--- config.mk ---
export PLATFORM = sky130hd
export DESIGN_NAME = chd_alu
export DESIGN_NICKNAME = d
export VERILOG_FILES = /design/src/rtl/core/chd_alu.sv
export SDC_FILE = /design/constraint.sdc
export NUM_CORES = 1
export LEC_CHECK = 0
export BUFFER_PORTS_ARGS = -buffer_cell sky130_fd_sc_hd__buf_4
export CORE_ASPECT_RATIO = 2
export CORE_MARGIN = 5
export CORE_UTILIZATION = 30
export DETAILED_ROUTE_END_ITERATION = 10
export GPL_ROUTABILITY_DRIVEN = 0
export PLACE_DENSITY = 0.59
export RECOVER_POWER = 25
export SLEW_MARGIN = 20
export SYNTH_ARGS = -nofsm -noshare
export SYNTH_HDL_FRONTEND = slang
export SYNTH_SLANG_ARGS = --single-unit
--- constraint.sdc ---
create_clock -name vclk -period 7.8
set_clock_uncertainty 0.15 [all_clocks]
set_input_delay 0.78 -clock vclk [all_inputs]
set_output_delay 0.78 -clock vclk [all_outputs]
set_load 0.02 [all_outputs]
--- src/rtl/core/chd_alu.sv ---
// Shared add/subtract unit of the decoder sequencer.
// Carry out on subtract means a >= b. No package dependencies.
`default_nettype none

module chd_alu #(
  parameter int W = 34
) (
  input  wire logic [W-1:0] a_i,
  input  wire logic [W-1:0] b_i,
  input  wire logic         sub_i,
  output logic [W-1:0]      sum_o,
  output logic              carry_o
);

  logic [W:0] full;

  always_comb begin
    full    = {1'b0, a_i} + {1'b0, (sub_i ? ~b_i : b_i)} + {{W{1'b0}}, sub_i};
    sum_o   = full[W-1:0];
    carry_o = full[W];
  end

endmodule

`default_nettype wire

# Word-level counts from Yosys, hierarchy flattened

Index checks and enable logic that the tools add are counted.

Bits in registers: 0
Word-level logic and storage cells: 4

$add $sub $neg: 2
Multiplexer cells: 1
Bitwise gates (word level): 1

Operators by type and width:

| operator         | number |
|---|---|
| $add A34 B34 Y35 | 1 |
| $add A35 B1 Y35  | 1 |
| $mux W34         | 1 |
| $not A34 Y34     | 1 |

# Logic depth before layout (Yosys ltp)

Gate-level depths: netlist (run 1).

Word-level depth: 4
Mapped depth: 12
Depth with buffers taken out: 9

# Least setup slack after synthesis (run 1)

OpenSTA, ideal clock, no wires.

Path kind: input -> output
Start point: input sub_i
End point: output sum_o[28]
Data arrival time: 3.503 ns
Data required time: 6.870 ns
Setup slack: 3.367 ns
Stages on the path: 11
Buffers on the path: 2
Cell sequence: buf_4 -> clkbuf_1 -> xor2_1 -> fa_1 -> a21o_1 -> a221oi_2 -> o211a_2 -> o22ai_1 -> a21boi_1 -> o31ai_1 -> xnor2_1

Word-level cells in the longest chain between the ends: 3

RTL lines:

| element           | RTL line | source |
|---|---|---|
| start, declared   | 10       | `input wire logic sub_i,` |
| $mux W34          | 18       | `full = {1'b0, a_i} + {1'b0, (sub_i ? ~b_i : b_i)} + {{W{1'b0}}, sub_i};` |
| $add A34 B34 Y35  | 18       |  |
| $add A35 B1 Y35 * | 18       |  |
| end, declared     | 11       | `output logic [W-1:0] sum_o,` |

Every way passes the cells marked *; elsewhere a longest branch is shown, timed or not.

# Final worst setup path (run 1)

Start point: input sub_i
End point: output sum_o[20]

Same word-level chain as after synthesis.

==> results.toml, run 1 <==
[run_status]
status = "completed"

[floorplanning]
fp.coreArea_sq_um = 7210
ios = 104
die_y_um = 131
start_util_pct = 30.3
dieArea_sq_um = 9210
num_rows = 44
die_w_um = 70.4

[synthesis]
synth.area.top_cells = "ha_1 19%, xor2_1 18%, xnor2_1 7.6%"
syn_inst = 292
ys_seq_area_share_pct = 0
synth_area_sq_um = 2190
synth_most_common_cell = "xor2_1"
yosys.area.top_type = "ha_1"
yosysUniqueCellTypes = 56
synth_common_cells = "45 x xor2_1, 33 x ha_1, 31 x a21oi_1, 24 x nand2_1, 19 x xnor2_1"
ys.warnings.count = 0
avgSynthCellArea_sq_um = 7.49
syn_nets = 395
netlist.area_leader.share_pct = 18.9

[power_and_ir_drop]
p_per_area_nw_per_um2 = 154
switchingPower_mw = 0.265
p_clk_share_pct = 0
total_power_mw = 0.463
ir_worst_vdd_uv = 79.6
p_sw_share_pct = 57.1
leakage_nw = 1.46
internal_power_mw = 0.199
combPwrFrac_pct = 100.0
p_seq_share_pct = 0

[min_path]
holdCritStartpoint = "a_i[0]"
hp-class = "in -> out"

[sta]
finalSetupViolCount = 0
slew_headroom_pct = 64.2
fin_crit_ns = 4.78
setup_ws_ns = 3.02
rsz0062_at_grt = "false"
hold_viol_final = 0
fin_crit_sh_pct = 61.2
slew_viol_final = 0
worstMarginPinSlew_ns = 0.536
clock.fmax_mhz = 209
fin_setup_tns_ns = 0

[critical_path]
cp.arrival_ns = 3.85
cp_max_fo = 34
slowest_stage = "a221oi_1"
critPathLaunch = "sub_i"
cp.buffers_inverters = 2
critPathKind = "in -> out"
worstPathRequired_ns = 6.87
crit_family = "compound AO/OA/AOI/OAI gates"
cp-start-kind = "primary input"
cp_common_cell = "buf_4"
path_cells = "buf_4 > xor2_1 > fa_1 > a21o_1 > a221oi_1 > o211a_2 > o22ai_1 > or2_1 > a21oi_2 > xnor2_1 > buf_4"
endpoint_kind = "output pin"
critPathMaxStageDelay_ns = 0.47

[drt]
drc_errors = 0
ant_nets = 0
first_iter_violations = 85
vias = 2489
wl_um = 7120
avgRoutedWirePerCell_um = 14.9
dr.pass1.iters = 4
via_per_inst = 5.21

[finish]
fin_util_pct = 41.8
register_area_sq_um = 0
seq_cells = 0
finish.instance_area_sq_um = 3010
nNetsFinal = 491
drive_above_1_share_pct = 29.5
nClkBuffers = 0
syn_to_final_growth_pct = 37.6
diodes = 0

[global_route]
grt_pass1_wl_um = 11700
grt.total_usage_pct = 14.9
antenna_found_initial = 0
grt-ovfl-total = 0
grt_use_met3_pct = 2.22
gr-usage-met1_pct = 13.8
grt_pass1_vias = 2687
grt_util_met2_pct = 32.9
grt_start_max_net_pins = 35
top_usage_layer = "met2"

[job]
max_cap_violations = 0

[clock_tree]
holdBufCountCts = 0
ctsResizeCount = 0
cts_setup_buffers = 0

[place]
io_buffers = 104
hpwlAfterDp_um = 6220
placed_area_sq_um = 3040
post-place-ws_ns = 3.15
==> routing by layer <==
layer	up-vias	part of all wire [%]
met1	1125	34
met5	-	0
li1	1271	-
met4	0	1.3
met3	10	5.6
met2	83	59
==> layout make-up <==
class                      count  area, sq um
fill                         797         4200
multi-input combinational    273         2100
timing repair buffer         104          762
tap                           92          115
inverter                       9         33.8
==> stage by stage <==
step / hold WS [ns] / cells
finish: 1.72 / 478
global route: 1.76 / 478
CTS: 1.71 / 478
detailed placement: 1.71 / 478
global placement: 1.72 / 478
floorplan: 1.53 / 292
==> power groups by stage <==
stage | combinational (mW) | sequential [mW] | clock, mW
2_1_floorplan | 0.303 | 0 | 0
3_3_place_gp | 0.471 | 0 | 0
3_5_place_dp | 0.472 | 0 | 0
4_1_cts | 0.475 | 0 | 0
5_1_grt | 0.504 | 0 | 0
6_report | 0.463 | 0 | 0
==> layout by cell type (no fill, tap or decap), drive strengths merged, types with 2 or more instances in the layout <==
| cell type | count |
|---|---|
| buf | 99 |
| xor2 | 45 |
| ha | 33 |
| a21oi | 33 |
| nand2 | 24 |
| xnor2 | 19 |
| a21o | 17 |
| nor2 | 16 |
| o21ai | 13 |
| nand4 | 10 |
| inv | 9 |
| o21bai | 7 |
| nand3 | 5 |
| clkbuf | 5 |
| o31ai | 4 |
| nor4 | 3 |
| a221oi | 3 |
| nor2b | 3 |
| o21a | 3 |
| and3 | 3 |
| nor3 | 3 |
| o221ai | 3 |
| a31oi | 2 |
| mux2 | 2 |
| o211a | 2 |
| a211oi | 2 |
| nor3b | 2 |
| a21boi | 2 |
| o211ai | 2 |
==> path summary, 6_finish.rpt <==
path                    end  slack, ns  cells after the start
hold / removal     sum_o[0]       1.72                      3
setup / recovery  sum_o[20]       3.02                     11
==> kinds of logic (layout without fill, tap and decap cells) <==
| group | Yosys count | count (layout) | share of synthesized area (%) |
|---|---|---|---|
| buf+inv | 19 | 113 | 3.49 |
| simple gates | 71 | 71 | 16.5 |
| mux | 2 | 2 | 1.20 |
| compound gates | 102 | 102 | 33.4 |
| xor+xnor | 64 | 64 | 25.6 |
| fa+ha+maj | 34 | 34 | 19.8 |
Power figures use the tool's default switching activity.
==> run 2: changes to the inputs <==
PLACE_DENSITY = 0.61   (was 0.59)
clock period = 4.3 ns   (was 7.8 ns; I/O delays follow)
==> run 2 against run 1 <==
Utilization increased by 0.087 points. Wire length fell by 0.24%. Clock-buffer cell count is the same.
==> results.toml, run 2 (synthesized netlist as in run 1, its figures left out) <==
[critical_path]
critPathMaxStageDelay_ns = 0.46
crit_family = "compound AO/OA/AOI/OAI gates"
cp.arrival_ns = 3.34
path_cells = "buf_4 > xor2_1 > fa_1 > a21o_1 > a221oi_2 > o211a_2 > o22ai_1 > or2_1 > a21oi_2 > xnor2_1 > buf_4"
critPathKind = "in -> out"
cp_common_cell = "buf_4"
slowest_stage = "fa_1"
cp.buffers_inverters = 2
cp-start-kind = "primary input"
worstPathRequired_ns = 3.72
endpoint_kind = "output pin"
cp_max_fo = 34
critPathLaunch = "sub_i"

[sta]
clock.fmax_mhz = 255
hold_viol_final = 0
fin_setup_tns_ns = 0
finalSetupViolCount = 0
rsz0062_at_grt = "false"
slew_viol_final = 0
setup_ws_ns = 0.377
worstMarginPinSlew_ns = 0.553
slew_headroom_pct = 63.1
fin_crit_ns = 3.92
fin_crit_sh_pct = 91.2

[power_and_ir_drop]
leakage_nw = 1.46
total_power_mw = 0.842
ir_worst_vdd_uv = 145
internal_power_mw = 0.362
switchingPower_mw = 0.481
p_clk_share_pct = 0
p_seq_share_pct = 0
combPwrFrac_pct = 100.0
p_per_area_nw_per_um2 = 279
p_sw_share_pct = 57.1

[drt]
dr.pass1.iters = 5
wl_um = 7100
ant_nets = 0
avgRoutedWirePerCell_um = 14.9
drc_errors = 0
first_iter_violations = 102
vias = 2496
via_per_inst = 5.22

[global_route]
grt_pass1_vias = 2570
grt_use_met3_pct = 1.61
gr-usage-met1_pct = 13.3
grt_pass1_wl_um = 11200
antenna_found_initial = 0
grt_util_met2_pct = 32.7
grt_start_max_net_pins = 35
grt.total_usage_pct = 14.6
grt-ovfl-total = 0
top_usage_layer = "met2"

[place]
post-place-ws_ns = 0.339
hpwlAfterDp_um = 6230
io_buffers = 104

[finish]
nClkBuffers = 0
final_common_cell = "buf_4"
fillers = 785
diodes = 0
final_cell_mix = "99 x buf_4, 45 x xor2_1, 33 x ha_1"
register_area_sq_um = 0
syn_to_final_growth_pct = 37.9
drive_above_1_share_pct = 29.8
nNetsFinal = 491
seq_cells = 0

[job]
max_cap_violations = 0

[floorplanning]
ios = 104
num_rows = 44
die_w_um = 70.4
fp.coreArea_sq_um = 7210
dieArea_sq_um = 9210
die_y_um = 131
start_util_pct = 30.3

[min_path]
hp-class = "in -> out"
holdCritStartpoint = "a_i[0]"

[run_status]
status = "completed"

[clock_tree]
holdBufCountCts = 0
cts_setup_buffers = 0
ctsResizeCount = 0
run 2: cell type report:
| cell class | count | area, sq um | area share (%) |
|---|---|---|---|
| multi-input combinational | 273 | 2110 | 69.8 |
| timing repair buffer | 104 | 762 | 25.2 |
| inverter | 9 | 33.8 | 1.12 |
| tap | 92 | 115 | 3.81 |
run 2: power by group through the flow:
stage               combinational [mW]  clock, mW  sequential, mW
floorplan                        0.549          0               0
global placement                 0.855          0               0
detailed placement               0.859          0               0
CTS                              0.863          0               0
global route                     0.918          0               0
finish                           0.842          0               0
run 2: worst min-delay path, cell delays in order:
cell and delay (ns):
buf_4 0.09, xor2_1 0.06, clkbuf_1 0.16
run 2: metal layers:
metal | wire length (um) | vias up | part of all wire, %
met5 | 0 | - | 0
met4 | 163 | 0 | 2.3
met3 | 421 | 14 | 5.9
met2 | 4190 | 87 | 59
met1 | 2330 | 1118 | 33
li1 | - | 1277 | -
run 2: final timing paths:
check	to	cells past startpoint
setup / recovery	sum_o[20]	11
hold / removal	sum_o[0]	3
run 2: per-stage QoR:
step,instance area (sq um),cells,utilization (%),hold slack [ns]
2_1_floorplan,2190,292,-,0.834
3_3_place_gp,3040,478,42.2,1.01
3_5_place_dp,3040,478,42.2,1.01
4_1_cts,3040,478,42.2,1.01
5_1_grt,3020,478,41.8,1.04
6_report,3020,478,41.8,1.02
