## src/rtl/core/chd_pkg.sv

```systemverilog
// Shared types and constants for the canonical Huffman decoder.
// No dependencies; imported by the interfaces, chd_out_reg and the decoder.
`default_nettype none

package chd_pkg;

  localparam int OP_W     = 2;
  localparam int IDX_W    = 9;
  localparam int LEN_IN_W = 16;
  localparam int BYTE_W   = 8;
  localparam int SYM_W    = 9;
  localparam int KIND_W   = 3;

  localparam logic [OP_W-1:0] OP_LOAD  = 2'd0;
  localparam logic [OP_W-1:0] OP_BUILD = 2'd1;
  localparam logic [OP_W-1:0] OP_DATA  = 2'd2;

  localparam logic [KIND_W-1:0] KIND_SYMBOL  = 3'd0;
  localparam logic [KIND_W-1:0] KIND_END     = 3'd1;
  localparam logic [KIND_W-1:0] KIND_BADCODE = 3'd2;
  localparam logic [KIND_W-1:0] KIND_BADLEN  = 3'd3;
  localparam logic [KIND_W-1:0] KIND_BUILT   = 3'd4;

  typedef struct packed {
    logic [SYM_W-1:0]  symbol;
    logic [KIND_W-1:0] kind;
    logic              last;
  } chd_res_t;

endpackage

`default_nettype wire

```

## src/rtl/core/chd_if.sv

```systemverilog
// Valid/ready channel interfaces for the decoder input and result streams.
// Depends on chd_pkg for field widths.
`default_nettype none


interface chd_out_if;
  import chd_pkg::*;
  logic              valid;
  logic              ready;
  logic [SYM_W-1:0]  symbol;
  logic [KIND_W-1:0] kind;
  logic              last;

  modport source (output valid, symbol, kind, last, input ready);
  modport sink   (input valid, symbol, kind, last, output ready);
endinterface

`default_nettype wire

```

## src/rtl/core/chd_out_reg.sv

```systemverilog
// One-entry result register between the sequencer and the result channel.
// Depends on chd_pkg (chd_res_t) and chd_out_if.
`default_nettype none

module chd_out_reg (
  input  wire logic              clk_i,
  input  wire logic              rst_ni,
  input  wire logic              push_valid_i,
  input  wire chd_pkg::chd_res_t push_res_i,
  output logic                   push_ready_o,
  chd_out_if.source              out_o
);
  import chd_pkg::*;

  logic     valid_q;
  chd_res_t res_q;

  assign push_ready_o = !valid_q || out_o.ready;
  assign out_o.valid  = valid_q;
  assign out_o.symbol = res_q.symbol;
  assign out_o.kind   = res_q.kind;
  assign out_o.last   = res_q.last;

  always_ff @(posedge clk_i or negedge rst_ni) begin
    if (!rst_ni) begin
      valid_q <= 1'b0;
    end else if (push_ready_o) begin
      valid_q <= push_valid_i;
    end
  end

  always_ff @(posedge clk_i) begin
    if (push_valid_i && push_ready_o) begin
      res_q <= push_res_i;
    end
  end

endmodule

`default_nettype wire

```

## src/flat_wrapper.sv

```systemverilog
// flat-port wrapper written by rule: the top's interface ports become plain ports
module chd_out_reg_flat import chd_pkg::*;
  (clk_i, rst_ni, push_valid_i, push_res_i, push_ready_o, out_o_valid, out_o_symbol, out_o_kind, out_o_last, out_o_ready);
  chd_out_if out_o_i ();
  input  wire logic clk_i;
  input  wire logic rst_ni;
  input  wire logic push_valid_i;
  input  wire chd_pkg::chd_res_t push_res_i;
  output logic push_ready_o;
  output wire logic [$bits(out_o_i.valid)-1:0] out_o_valid;
  output wire logic [$bits(out_o_i.symbol)-1:0] out_o_symbol;
  output wire logic [$bits(out_o_i.kind)-1:0] out_o_kind;
  output wire logic [$bits(out_o_i.last)-1:0] out_o_last;
  input wire logic [$bits(out_o_i.ready)-1:0] out_o_ready;
  assign out_o_valid = out_o_i.valid;
  assign out_o_symbol = out_o_i.symbol;
  assign out_o_kind = out_o_i.kind;
  assign out_o_last = out_o_i.last;
  assign out_o_i.ready = out_o_ready;
  chd_out_reg u_core (.clk_i(clk_i), .rst_ni(rst_ni), .push_valid_i(push_valid_i), .push_res_i(push_res_i), .push_ready_o(push_ready_o), .out_o(out_o_i));
endmodule
```

## config.mk

```make
export PLATFORM = sky130hd
export DESIGN_NAME = chd_out_reg_flat
export DESIGN_NICKNAME = d
export VERILOG_FILES = /design/src/rtl/core/chd_pkg.sv /design/src/rtl/core/chd_if.sv /design/src/rtl/core/chd_out_reg.sv /design/src/flat_wrapper.sv
export SDC_FILE = /design/constraint.sdc
export NUM_CORES = 1
export LEC_CHECK = 0
export ABC_AREA = 0
export BUFFER_PORTS_ARGS = -buffer_cell sky130_fd_sc_hd__buf_4
export CAP_MARGIN = 10
export CELL_PAD_IN_SITES_DETAIL_PLACEMENT = 0
export CELL_PAD_IN_SITES_GLOBAL_PLACEMENT = 1
export CORE_MARGIN = 8
export CORE_UTILIZATION = 29
export DETAILED_ROUTE_END_ITERATION = 7
export PLACE_DENSITY = 0.7
export SLEW_MARGIN = 20
export SYNTH_ARGS = -nofsm -noshare
export SYNTH_HDL_FRONTEND = slang
export SYNTH_SLANG_ARGS = --single-unit
```

## constraint.sdc

```tcl
create_clock -name clk_i -period 1.6 [get_ports clk_i]
set_clock_uncertainty 0.2 [all_clocks]
set_input_delay 0.16 -clock clk_i [delete_from_list [all_inputs] [get_ports clk_i]]
set_output_delay 0.16 -clock clk_i [all_outputs]
set_load 0.01 [all_outputs]
```

After elaboration in Yosys (flattened, before gate mapping)
Cells that the tools add are included.
{"block": "classes", "n_reduce_logical": 3}
{"cell": "1-bit logical AND", "count": 1}
{"cell": "1-bit logical NOT", "count": 1}
{"cell": "1-bit logical OR", "count": 1}
{"block": "totals", "ff_bits": 14, "input_bits": 17, "elab_cells": 7, "output_inout_bits": 15}

Logic depth before layout (Yosys ltp)
{"block": "depth", "word_depth": 3, "mapped_depth": 2, "mapped_depth_nobuf": 2}

Worst setup path before layout
No wires, ideal clock.
{"block": "synth_timing", "path_kind": "register to register", "start": "reg u_core.valid_q, in the netlist u_core.out_o.valid", "end": "reg u_core.res_q (netlist bit u_core.out_o.kind[0]) (enable)", "path_stages_with_launch": 3, "required_time_ns": 1.092, "setup_ns": 0.308, "arrival_ns": 0.744, "path_slack_ns": 0.349, "cell_sequence": "dfrtp_1 nand2b_4 and2_4"}
{"block": "synth_via", "elab_chain_cells": 3}
{"item": "start, declared", "line": "chd_out_reg.sv:15", "source": "logic valid_q;"}
{"item": "start signal, assigned", "line": "chd_out_reg.sv:28", "source": "valid_q <= push_valid_i;"}
{"item": "1-bit logical NOT", "line": "chd_out_reg.sv:18", "source": "assign push_ready_o = !valid_q || out_o.ready;"}
{"item": "1-bit logical OR", "line": "chd_out_reg.sv:18"}
{"item": "net push_ready_o", "line": "flat_wrapper.sv:9", "source": "output logic push_ready_o;"}
{"item": "1-bit logical AND", "line": "chd_out_reg.sv:33", "source": "if (push_valid_i && push_ready_o) begin"}
{"item": "end signal, assigned", "line": "chd_out_reg.sv:34", "source": "res_q <= push_res_i;"}
{"item": "end, declared", "line": "chd_out_reg.sv:16", "source": "chd_res_t res_q;"}
The timed path passes the listed nets, and every way through them passes these cells.
A chain may end at the register's enable or synchronous reset.

Worst setup path in the final report
{"block": "layout_timing", "start": "in push_valid_i", "end": "reg u_core.valid_q, in the netlist u_core.out_o.valid"}
{"item": "start, declared", "line": "flat_wrapper.sv:7", "source": "input wire logic push_valid_i;"}
No word-level cell between the ends.

==> summary.txt <==
Hold path
  • Hold Crit Depth: 3
  • Worst hold path class: input port to flip-flop

Floorplanning
  • Num rows: 14
  • Die Wd: 55.1 um
  • Initial Utilization: 0.302
  • Die ar.: 3040 sq um
  • I/O pins: 32
  • Chip height: 55.1 um
  • Area of the core: 1470 sq um

Timing
  • Worst Tran Pin Value: 0.166 ns
  • Worst slew margin: 0.889
  • Final Cycle Share: 0.961
  • Min cycle time layout: 1.54 ns
  • RSZ-0062 raised after global routing: false
  • Final slew viol count: 0
  • # setup viols final: 0
  • Hold Vio Cnt, Final: 0
  • Fin Setup TNS: 0 ns
  • Hold slack final: 0.264 ns
  • Fmax: 650 MHz
  • Worst setup margin: 0.0619 ns

Critical path
  • R2r startpoint: u_core.out_o.valid
  • Kind of critical path: input port to flip-flop
  • CP endpoint: u_core.out_o.valid
  • Crit end category: flip-flop
  • CP Launch Point: push_valid_i
  • Startpoint Class: input port
  • R2r endpoint: u_core.out_o.valid
  • Worst Path Max Fanout: 2
  • Required time of the critical path: 1.55 ns
  • Worst r2r path cells: 3
  • Worst EP arrival: 1.49 ns
  • FF-to-FF setup slack: 0.20 ns

Clocking
  • # clock sinks: 14
  • CTS H-Tree Depth: 1
  • Worst-Skew Late Latency: 0.27 ns
  • CTS root buffer: clkbuf_4
  • CTS tree: yes
  • Number of cells upsized or downsized after cts: 0
  • Clock transition at path regs: 0.08 ns
  • Number of buffers created by CTS: 3
  • Clock Tree Buf Depth: 2

Route
  • Vias after detailed routing: 343
  • First-pass iteration count of the detailed router: 1
  • DR iter-0 viols: 0
  • Vias per cell: 4.04
  • DRC viols: 0
  • Post-Route WL: 1.09 mm
  • Drt wl/cell: 12.8 um
  • Antenna-violating nets left: 0

Run
  • Max_cap viols: 0

Finish
  • Layout cell share with drive strength beyond 1: 0.522
  • Layout area overhead: 101%
  • Final nets: 87
  • ANT cells: 0

Yosys
  • Number of cells produced by synthesis: 17
  • Synthesized cell area: 444 sq um
  • Ys Warns: 0
  • Sequential area share after synthesis: 0.935
  • Distinct cells, synth: 5
  • Syn nets: 34
  • Synthesized flop and latch total: 14
  • Syn avg cell area: 26.1 sq um

Global route
  • Remaining global-route overflow: 0
  • Global-route wire length before repair: 1.50 mm
  • Vias in the first global route: 358
  • Total GRT Usage: 0.0720
  • Largest net degree at the start of global routing: 14
  • Initial antenna violation count: 0

Pwr
  • Peak supply drop: 0.545 mV
  • LEAKAGE: 0.385 nW
  • Power Dens Cells: 833 nW/um^2

Placed design
  • IO buf count: 31
  • Post-place setup slack: 0.368 ns
  • Global placement routability congestion: 0.559

Status
  • Outcome: completed
-- layout by cell type (no fill, tap or decap) --
master / count
buf_4: 31
dlygate4sd3_1: 17
edfxtp_1: 13
clkbuf_4: 3
nand2b_4: 1
nand2b_1: 1
and2_4: 1
clkinv_1: 1
dfrtp_1: 1
-- critical path, cell delays in order --
cell and delay, ns:
dlygate4sd3_1 0.53, buf_4 0.13, nand2b_1 0.12, dlygate4sd3_1 0.55
-- Yosys cell counts, drive strengths merged --
master / n / area (sq um)
and2: 1 / 8.76
dfrtp: 1 / 25.0
nand2b: 2 / 20.0
edfxtp: 13 / 390
-- sequential cells by signal (all words and copies together) (netlist names) --
register,cells
u_core.out_o.last,1
u_core.out_o.valid,1
u_core.out_o.symbol,9
u_core.out_o.kind,3
-- stage by stage --
| stage | cell area [sq um] | instances | power, mW | util |
|---|---|---|---|---|
| 2_1_floorplan | 444 | 17 | 0.463 | - |
| 3_3_place_gp | 697 | 64 | 0.526 | 0.474 |
| 3_5_place_dp | 697 | 64 | 0.528 | 0.474 |
| 4_1_cts | 893 | 85 | 0.758 | 0.607 |
| 5_1_grt | 893 | 85 | 0.780 | 0.607 |
| 6_report | 893 | 85 | 0.744 | 0.607 |
-- cell type report --
| cell class | count | area, sq um |
|---|---|---|
| Multi-Input combinational cell | 3 | 28.8 |
| Clock inverter | 1 | 3.75 |
| Sequential cell | 14 | 415 |
| Timing Repair Buffer | 48 | 403 |
| Clock buffer | 3 | 22.5 |
| Tap cell | 16 | 20.0 |
| Fill cell | 127 | 578 |
-- where the power goes --
part | leakage, nW | internal [mW] | switching, mW | total, mW
clock | 0.0154 | 0.0901 | 0.103 | 0.193
sequential | 0.135 | 0.424 | 0.00643 | 0.430
combinational | 0.235 | 0.0811 | 0.0393 | 0.120
-- metal layers --
layer / up-vias / share of wire / track usage
li1: 169 / - / -
met1: 149 / 0.37 / 0.0728
met2: 23 / 0.46 / 0.108
met3: 2 / 0.17 / 0.0455
met4: 0 / 0.0046 / 0.0480
met5: - / 0 / 0
-- worst min-delay path by stage --
stage               slack [ns]        start                endpoint
detailed placement       -0.26       rst_ni      u_core.out_o.valid
finish                    0.26  out_o_ready  u_core.out_o.symbol[1]
global placement         -0.26       rst_ni      u_core.out_o.valid
global route              0.28  out_o_ready  u_core.out_o.symbol[1]
floorplan                -0.34       rst_ni      u_core.out_o.valid
CTS                       0.27  out_o_ready       u_core.out_o.last
-- cell families (layout without fill, tap and decap cells) --
group,count (synthesis),in the layout,share of synthesized area
DFF,14,14,0.935
and+or+nand+nor,3,3,0.0648
buffers and inverters,0,52,0
-- timing repair --
| item | CTS | global route |
|---|---|---|
| hold buffers | 17 | 0 |
| endpoints found under the hold margin | 15 | 0 |
| buffers inserted | 0 | 0 |
No activity file was read; power rests on OpenSTA's default activity.
